File: src/rtl/xs1024_pkg.sv
// Shared types, constants and the state mixing function of the xorshift1024* generator.
package xs1024_pkg;

  localparam int unsigned NUM_WORDS = 16;
  localparam int unsigned PTR_W     = 4;
  localparam int unsigned WORD_W    = 64;
  localparam int unsigned HALF_W    = WORD_W / 2;

  typedef logic [WORD_W-1:0] word_t;
  typedef logic [PTR_W-1:0]  ptr_t;
  typedef logic [HALF_W-1:0] half_t;

  // Command codes
  localparam logic CMD_DRAW = 1'b0;
  localparam logic CMD_LOAD = 1'b1;

  // Output multiplier and shift amounts of the 31/11/30 form
  localparam word_t       MULT_CONST = 64'd1181783497276652981;
  localparam int unsigned SHIFT_A    = 31;
  localparam int unsigned SHIFT_B    = 11;
  localparam int unsigned SHIFT_C    = 30;

  // Mixed state word handed from the front to the queue
  typedef struct packed {
    logic  valid;
    word_t mixed;
  } mix_push_t;

  // Combine the word at the pointer (a) with the word after it (b)
  function automatic word_t mix_words(input word_t a, input word_t b);
    word_t bs;
    word_t as_shift;
    bs       = b ^ (b << SHIFT_A);
    bs       = bs ^ (bs >> SHIFT_B);
    as_shift = a ^ (a >> SHIFT_C);
    return as_shift ^ bs;
  endfunction

endpackage

File: src/rtl/xs1024_queue.sv
// Short FIFO of mixed state words between the front and the back end.
module xs1024_queue import xs1024_pkg::*; #(
  parameter int unsigned DEPTH = 4
) (
  input  logic      clk,
  input  logic      rst,
  input  mix_push_t push,
  output logic      full,
  input  logic      pop,
  output logic      head_valid,
  output word_t     head
);

  localparam int unsigned IDX_W = (DEPTH > 1) ? $clog2(DEPTH) : 1;
  localparam int unsigned CNT_W = $clog2(DEPTH + 1);

  word_t            slots [DEPTH];
  logic [IDX_W-1:0] wr_idx;
  logic [IDX_W-1:0] rd_idx;
  logic [CNT_W-1:0] count;
  logic             do_push;
  logic             do_pop;

  assign do_push    = push.valid;
  assign do_pop     = pop && (count != '0);
  assign full       = (count == CNT_W'(DEPTH));
  assign head_valid = (count != '0);
  assign head       = slots[rd_idx];

  // Track fill level and both indexes
  always_ff @(posedge clk) begin
    if (rst) begin
      wr_idx <= '0;
      rd_idx <= '0;
      count  <= '0;
    end else begin
      if (do_push) begin
        wr_idx <= (wr_idx == IDX_W'(DEPTH - 1)) ? '0 : wr_idx + 1'b1;
      end
      if (do_pop) begin
        rd_idx <= (rd_idx == IDX_W'(DEPTH - 1)) ? '0 : rd_idx + 1'b1;
      end
      case ({do_push, do_pop})
        2'b10:   count <= count + 1'b1;
        2'b01:   count <= count - 1'b1;
        default: count <= count;
      endcase
    end
  end

  // Store the pushed word
  always_ff @(posedge clk) begin
    if (do_push) begin
      slots[wr_idx] <= push.mixed;
    end
  end

endmodule

File: config.mk
export PLATFORM = sky130hd
export DESIGN_NAME = xs1024_queue
export DESIGN_NICKNAME = d
export VERILOG_FILES = /design/src/rtl/xs1024_pkg.sv /design/src/rtl/xs1024_queue.sv
export SDC_FILE = /design/constraint.sdc
export NUM_CORES = 1
export LEC_CHECK = 0
export BUFFER_PORTS_ARGS = -buffer_cell sky130_fd_sc_hd__buf_2
export CAP_MARGIN = 5
export CORE_MARGIN = 4
export CORE_UTILIZATION = 40
export CTS_CLUSTER_SIZE = 25
export DETAILED_ROUTE_END_ITERATION = 12
export SLEW_MARGIN = 20
export SYNTH_ARGS = -nofsm -noshare
export SYNTH_HDL_FRONTEND = slang
export SYNTH_SLANG_ARGS = --single-unit
File: constraint.sdc
create_clock -name clk -period 3.45 [get_ports clk]
set_input_delay 0.8625 -clock clk [delete_from_list [all_inputs] [get_ports clk]]
set_output_delay 0.8625 -clock clk [all_outputs]
set_load 0.005 [all_outputs]
==> results.md, run 1 <==
* Clock skew at around 0.0083 ns
* Routed Antenna Nets at 0
* Boundary Pins at 134
* Mean area per synthesized cell at 25.51 sq um
* Seq cells post-synth at roughly 270
* Post-Syn Instances at about 380
* Post-CTS setup buffer count at 0
* Synth cell count leaders: 256 x edfxtp_1, 60 x mux4_2, 9 x dfxtp_1
* Layout net count at ~620
* Cell taking the most area after synthesis: edfxtp_1
* Minimum clock period after layout at between 3 and 4 ns
* Kind of end point of the critical path: primary output
* RSZ-0062 raised after global routing: no
* Placed Area at approximately 11000 sq um
* Fin. max-slew vios at 0
* Fill cells at ~1900
* Max-Cap Viols at 0
* Non-Filler Instances at a little under 900
* Core Rows at 56
* Share of cells above drive strength 1 at between 40% and 50%
* Global-route wire length before repair at approximately 28 mm
* H-Tree Depth at 1
* Worst slew pin tran at around 0.59 ns
* Area contributors post-synth: edfxtp_1 79%, mux4_2 14%, dfxtp_1 1.8%
* Die span in y at between 150 and 200 microns
* Initial DRT Pass Iterations at 4
* Hold Vio Cnt, Final at 0
* Fin area at between 10000 and 15000 sq um
* Outcome: completed
* Maximum vdd drop at a little under 0.0004 V
* Largest net degree at the start of global routing at 41
* Placed Instances at roughly 830
* Via count at 4405
* Initial antenna violation count at 4
* Root Buffer: clkbuf_16
* Async S/R FF share, synth at 0%
* WL final at 18.20 mm
* CORE AREA at about 24000 sq um
* GPL Wtd Cong at a little over 0.7
* Critical path class: register to primary output
* Min Hold Slack at between 0.5 and 0.6 ns
* Total track usage at a little over an eighth
* # setup viols final at 0
* Sequential cell area fraction in the yosys report at roughly four fifths
* Critical Path RT at 2.59 ns
* Ys Warns at 0
* HPWL after DPL at approximately 11 mm
* Die Width at 164.3 microns
* Cts hold-fix bufs at 0
* Post-CTS Resized at 0
* Vias per cell at 5.006
* Detailed-route wire length per cell at 20.69 microns
* TNS Setup at 0 ns
* FF+latch area at 7875 sq um
* Multi-input logic area at between 1500 and 2000 sq um
* EDFF count, synth at between 200 and 300
* Post-route DRC at 0
* Leakage at between 3 and 4 nW
* Clock sinks at between 200 and 300
* Max Root-Sink Buffers at 3
* CTS tree: built
* Fmax at approximately 330 MHz
* Synthesized area at slightly below 10000 sq um
* Die footprint at between 20000 and 30000 sq um
* Skew-Pair Late Insertion Delay at 0.52 ns
* Final period util at between 80% and 90%
* Initial core utilization at 41.13%
* Synth Flop Type: edfxtp_1
* Pwr dens at about 680 nW/um^2
* Input/output buffers at around 130
* Drt first-iter violations at about 260
* CP Max Fanout at 23
* Worst-path clk slew at about 0.060 ns
* Arrival time worst endpoint at between 2 and 2.5 ns
* Startpoint types: register
* Num CTS Buffers at 27
* Grt total ovfl at 0
* Synth top area share at about 79%
* Synthesis-to-layout area growth at 20.27%
* Post-Syn Nets at between 400 and 500
* Count leader, synth: edfxtp_1
* Distinct cells, synth at 22
* Worst Hold Class: register to register
* Diode count at 0
* Max-slew headroom at between 60% and 70%
* Number of global-route vias before repair at between 4000 and 5000
registers in the layout, summed over array words and instances, names as in the netlist, named ones only:
name	count
wr_idx	2
slots	256
rd_idx	2
count	3
kinds of logic after synthesis:
kind of cell,after synthesis,share of synthesized area (%)
simple gates,16,0.8580
flops,265,80.52
compound gates,6,0.3841
buf+inv,21,1.972
xor+xnor,2,0.1793
fa+ha+maj,7,0.9732
mux,66,15.11
layer usage:
layer,GRT usage (%),wire length [microns],up-vias
li1,-,-,1947
met1,17.14,7378,2297
met2,23.56,9334,115
met4,3.241,357,8
met5,0,55,-
met3,3.563,1079,38
per-stage QoR:
step	power, mW	setup slack, ns	util [%]
floorplan	4.655	0.6524	-
global placement	5.050	0.8777	45.60
detailed placement	5.085	0.8813	45.60
CTS	8.082	0.3184	49.47
global route	8.296	0.2468	49.47
finish	7.949	0.3934	49.47
final timing paths:
kind                               start                     to  slack [ns]  cells past startpoint
setup / recovery                register               head[60]        0.39                      3
hold / removal    rd_idx[0]$_SDFFE_PP0N_               register        0.50                      2
setup reg to reg   count[0]$_SDFFE_PP0P_  count[2]$_SDFFE_PP0P_        1.54                      8
hold reg to reg   rd_idx[0]$_SDFFE_PP0N_               register        0.50                      2
placed cells by master (no fill, tap or decap), drive strengths merged:
cell type	netlist	routed
edfxtp	256	256
buf	13	144
mux4	64	64
clkbuf	1	33
clkinv	0	9
dfxtp	9	9
inv	7	7
nor2	6	6
ha	6	6
bufinv	0	5
and2	4	4
a21oi	4	4
or3	3	3
xor2	2	2
mux2i	2	2
o31ai	1	1
and3	1	1
nor3b	1	1
nand2	1	1
o21ai	1	1
fa	1	1
clkinvlp	0	1
cell type report:
cell class                      count  area share (%)
Timing Repair Buffer              144           6.899
Multi-Input combinational cell     97           14.64
Clock buffer                       33           6.112
Sequential cell                   265           67.01
Tap cell                          319           3.397
Clock inverter                     15           1.714
Inverter                            7          0.2236
power breakdown:
group,switching [mW],internal [mW]
Combinational,0.506,0.650
Clock,1.13,1.84
Sequential,0.128,3.69
Total,1.77,6.18
worst max-delay path, cell delays in order, from the launching register on:
cell and delay, ns:
dfxtp_4 0.67, buf_12 0.28, mux4_2 0.54, buf_2 0.15
No activity file was read; power rests on OpenSTA's default activity.
==> run 2: changes to the inputs <==
--- a/config.mk
+++ b/config.mk
@@ -11,6 +11,7 @@
 export CORE_UTILIZATION = 40
 export CTS_CLUSTER_SIZE = 25
 export DETAILED_ROUTE_END_ITERATION = 12
+export REMOVE_ABC_BUFFERS = 1
 export SLEW_MARGIN = 20
 export SYNTH_ARGS = -nofsm -noshare
 export SYNTH_HDL_FRONTEND = slang
==> results.md, run 2 (synthesis results as in run 1) <==
* Outcome: completed
* Int Power at slightly above 6 mW
* Via count at between 4000 and 5000
* CP Max Fanout at 17
* RSZ-0062 raised after global routing: no
* Met1 usage at between 15 and 20%
* Boundary Pins at between 100 and 150
* Non-Filler Instances at ~880
* Reg power frac at roughly 48%
* Clock sinks at about 270
* Worst-path clk slew at approximately 0.06 ns
* Core Rows at 56
* Diode count at 0
* Final period util at about 90%
* Leakage at between 3 and 4 nW
* Maximum vdd drop at 0.0003559 V
* Post-CTS Resized at 0
* Logic pwr share at around 15%
* Busiest metal layer after global routing: met2
* Die footprint at approximately 27000 sq um
* Max-slew headroom at between 60% and 70%
* Worst slew pin tran at 0.5441 ns
* Die span in y at 164.3 microns
* Initial antenna violation count at 3
* Startpoint types: register
* Num CTS Buffers at 28
* Fmax at 320.8 MHz
* GPL Wtd Cong at between 0.6 and 0.7
* Initial DRT Pass Iterations at 4
* Most frequent cells in the layout: 256 x edfxtp_1, 133 x buf_2, 60 x mux4_2
* Critical Path RT at between 2 and 3 ns
* WL final at about 18 mm
* Largest net degree at the start of global routing at 38
* CORE AREA at approximately 24000 sq um
* Clock skew at 0.004728 ns
* Critical path class: register to primary output
* Routed Antenna Nets at 0
* Max-Cap Viols at 0
* Kind of end point of the critical path: primary output
* Number of global-route vias before repair at 4780
* Drt first-iter violations at between 150 and 200
* Post-CTS setup buffer count at 0
* Share of cells above drive strength 1 at 43.57%
* Grt total ovfl at 0
* Sw power at approximately 1.8 mW
* Synthesis-to-layout area growth at 20.10%
* Fin. max-slew vios at 0
* Initial core utilization at ~40%
* Vias per cell at between 4 and 5
* Minimum clock period after layout at 3.117 ns
* Input/output buffers at between 100 and 150
* Met3 Use GR at about 3.7%
* Skew-Pair Late Insertion Delay at approximately 0.52 ns
* Switch share at between 20% and 30%
* Arrival time worst endpoint at 2.25 ns
* Detailed-route wire length per cell at 20.26 microns
* Hold Vio Cnt, Final at 0
* Post-route DRC at 0
* Top flop regs: slots (256), count (3)
* Layout net count at between 600 and 700
* CTS tree: built
* Clk pwr share at 37.4%
* Root Buffer: clkbuf_16
* Max Root-Sink Buffers at 3
* Total track usage at between 10% and 20%
* Global-route wire length before repair at approximately 27 mm
* Pwr dens at slightly below 700 nW/um^2
* H-Tree Depth at 1
* Largest register FFs at ~260
* # setup viols final at 0
* Cts hold-fix bufs at 0
* Most flops, register: slots
* Placed Instances at between 800 and 900
* Worst Hold Class: register to register
* Most common cell after layout, fill and taps aside: edfxtp_1
* Final Util at 49.40%
* HPWL after DPL at approximately 10 mm
* GR Layer Usage met2 at between 20% and 30%
* Die Width at between 150 and 200 microns
## run 2: cell count changes in the layout (fill, tap and decap cells not counted), sizes merged
cell    before  now
clkbuf      33   39
buf        144  140
clkinv       9    7
bufinv       5    4
## run 2: area by class of cell
class	count	area, sq um
clock buffers	39	763.2
clock inverters	12	157.7
fillers	1919	12020
inverters	7	26.28
multi-input cells	97	1720
flip-flops and latches	265	7875
well taps	319	399.1
repair buffers	140	793.3
## run 2: worst max-delay path, stage by stage, from the launching register on
cell and delay (ns):
dfxtp_4 0.57, buf_4 0.39, mux4_1 0.61, buf_2 0.14
## run 2: worst paths after layout
kind / from / endpoint / slack [ns] / cells after the start
max reg2reg: count[1]$_SDFFE_PP0P_ / count[2]$_SDFFE_PP0P_ / 1.46 / 8
min reg2reg: rd_idx[0]$_SDFFE_PP0N_ / register / 0.49 / 2
max: register / head[51] / 0.33 / 3
min: rd_idx[0]$_SDFFE_PP0N_ / register / 0.49 / 2
## run 2: through the flow
stage	cell area [sq um]	hold slack, ns	power, mW	setup TNS (ns)	setup WS (ns)
after global placement	10810	0.4747	5.038	0	0.8322
after CTS	11740	0.4965	8.064	0	0.2271
after floorplan	9604	0.4559	4.568	-48.36	-0.8027
final	11740	0.4937	7.919	0	0.3327
after global routing	11740	0.5226	8.307	0	0.1422
after detailed placement	10810	0.4884	5.077	0	0.7903
## run 2: metal layers
metal / share of wire, % / routed length (microns)
met1: 42 / 7499
met2: 49 / 8730
met4: 2.0 / 358
met5: 0.18 / 32
met3: 6.7 / 1191
## run 2: power by group through the flow
stage	combinational [mW]	sequential, mW	clock, mW
2_1_floorplan	0.640	3.93	0
3_3_place_gp	1.18	3.86	0
3_5_place_dp	1.21	3.87	0
4_1_cts	1.21	3.80	3.05
5_1_grt	1.28	3.82	3.21
6_report	1.17	3.79	2.96
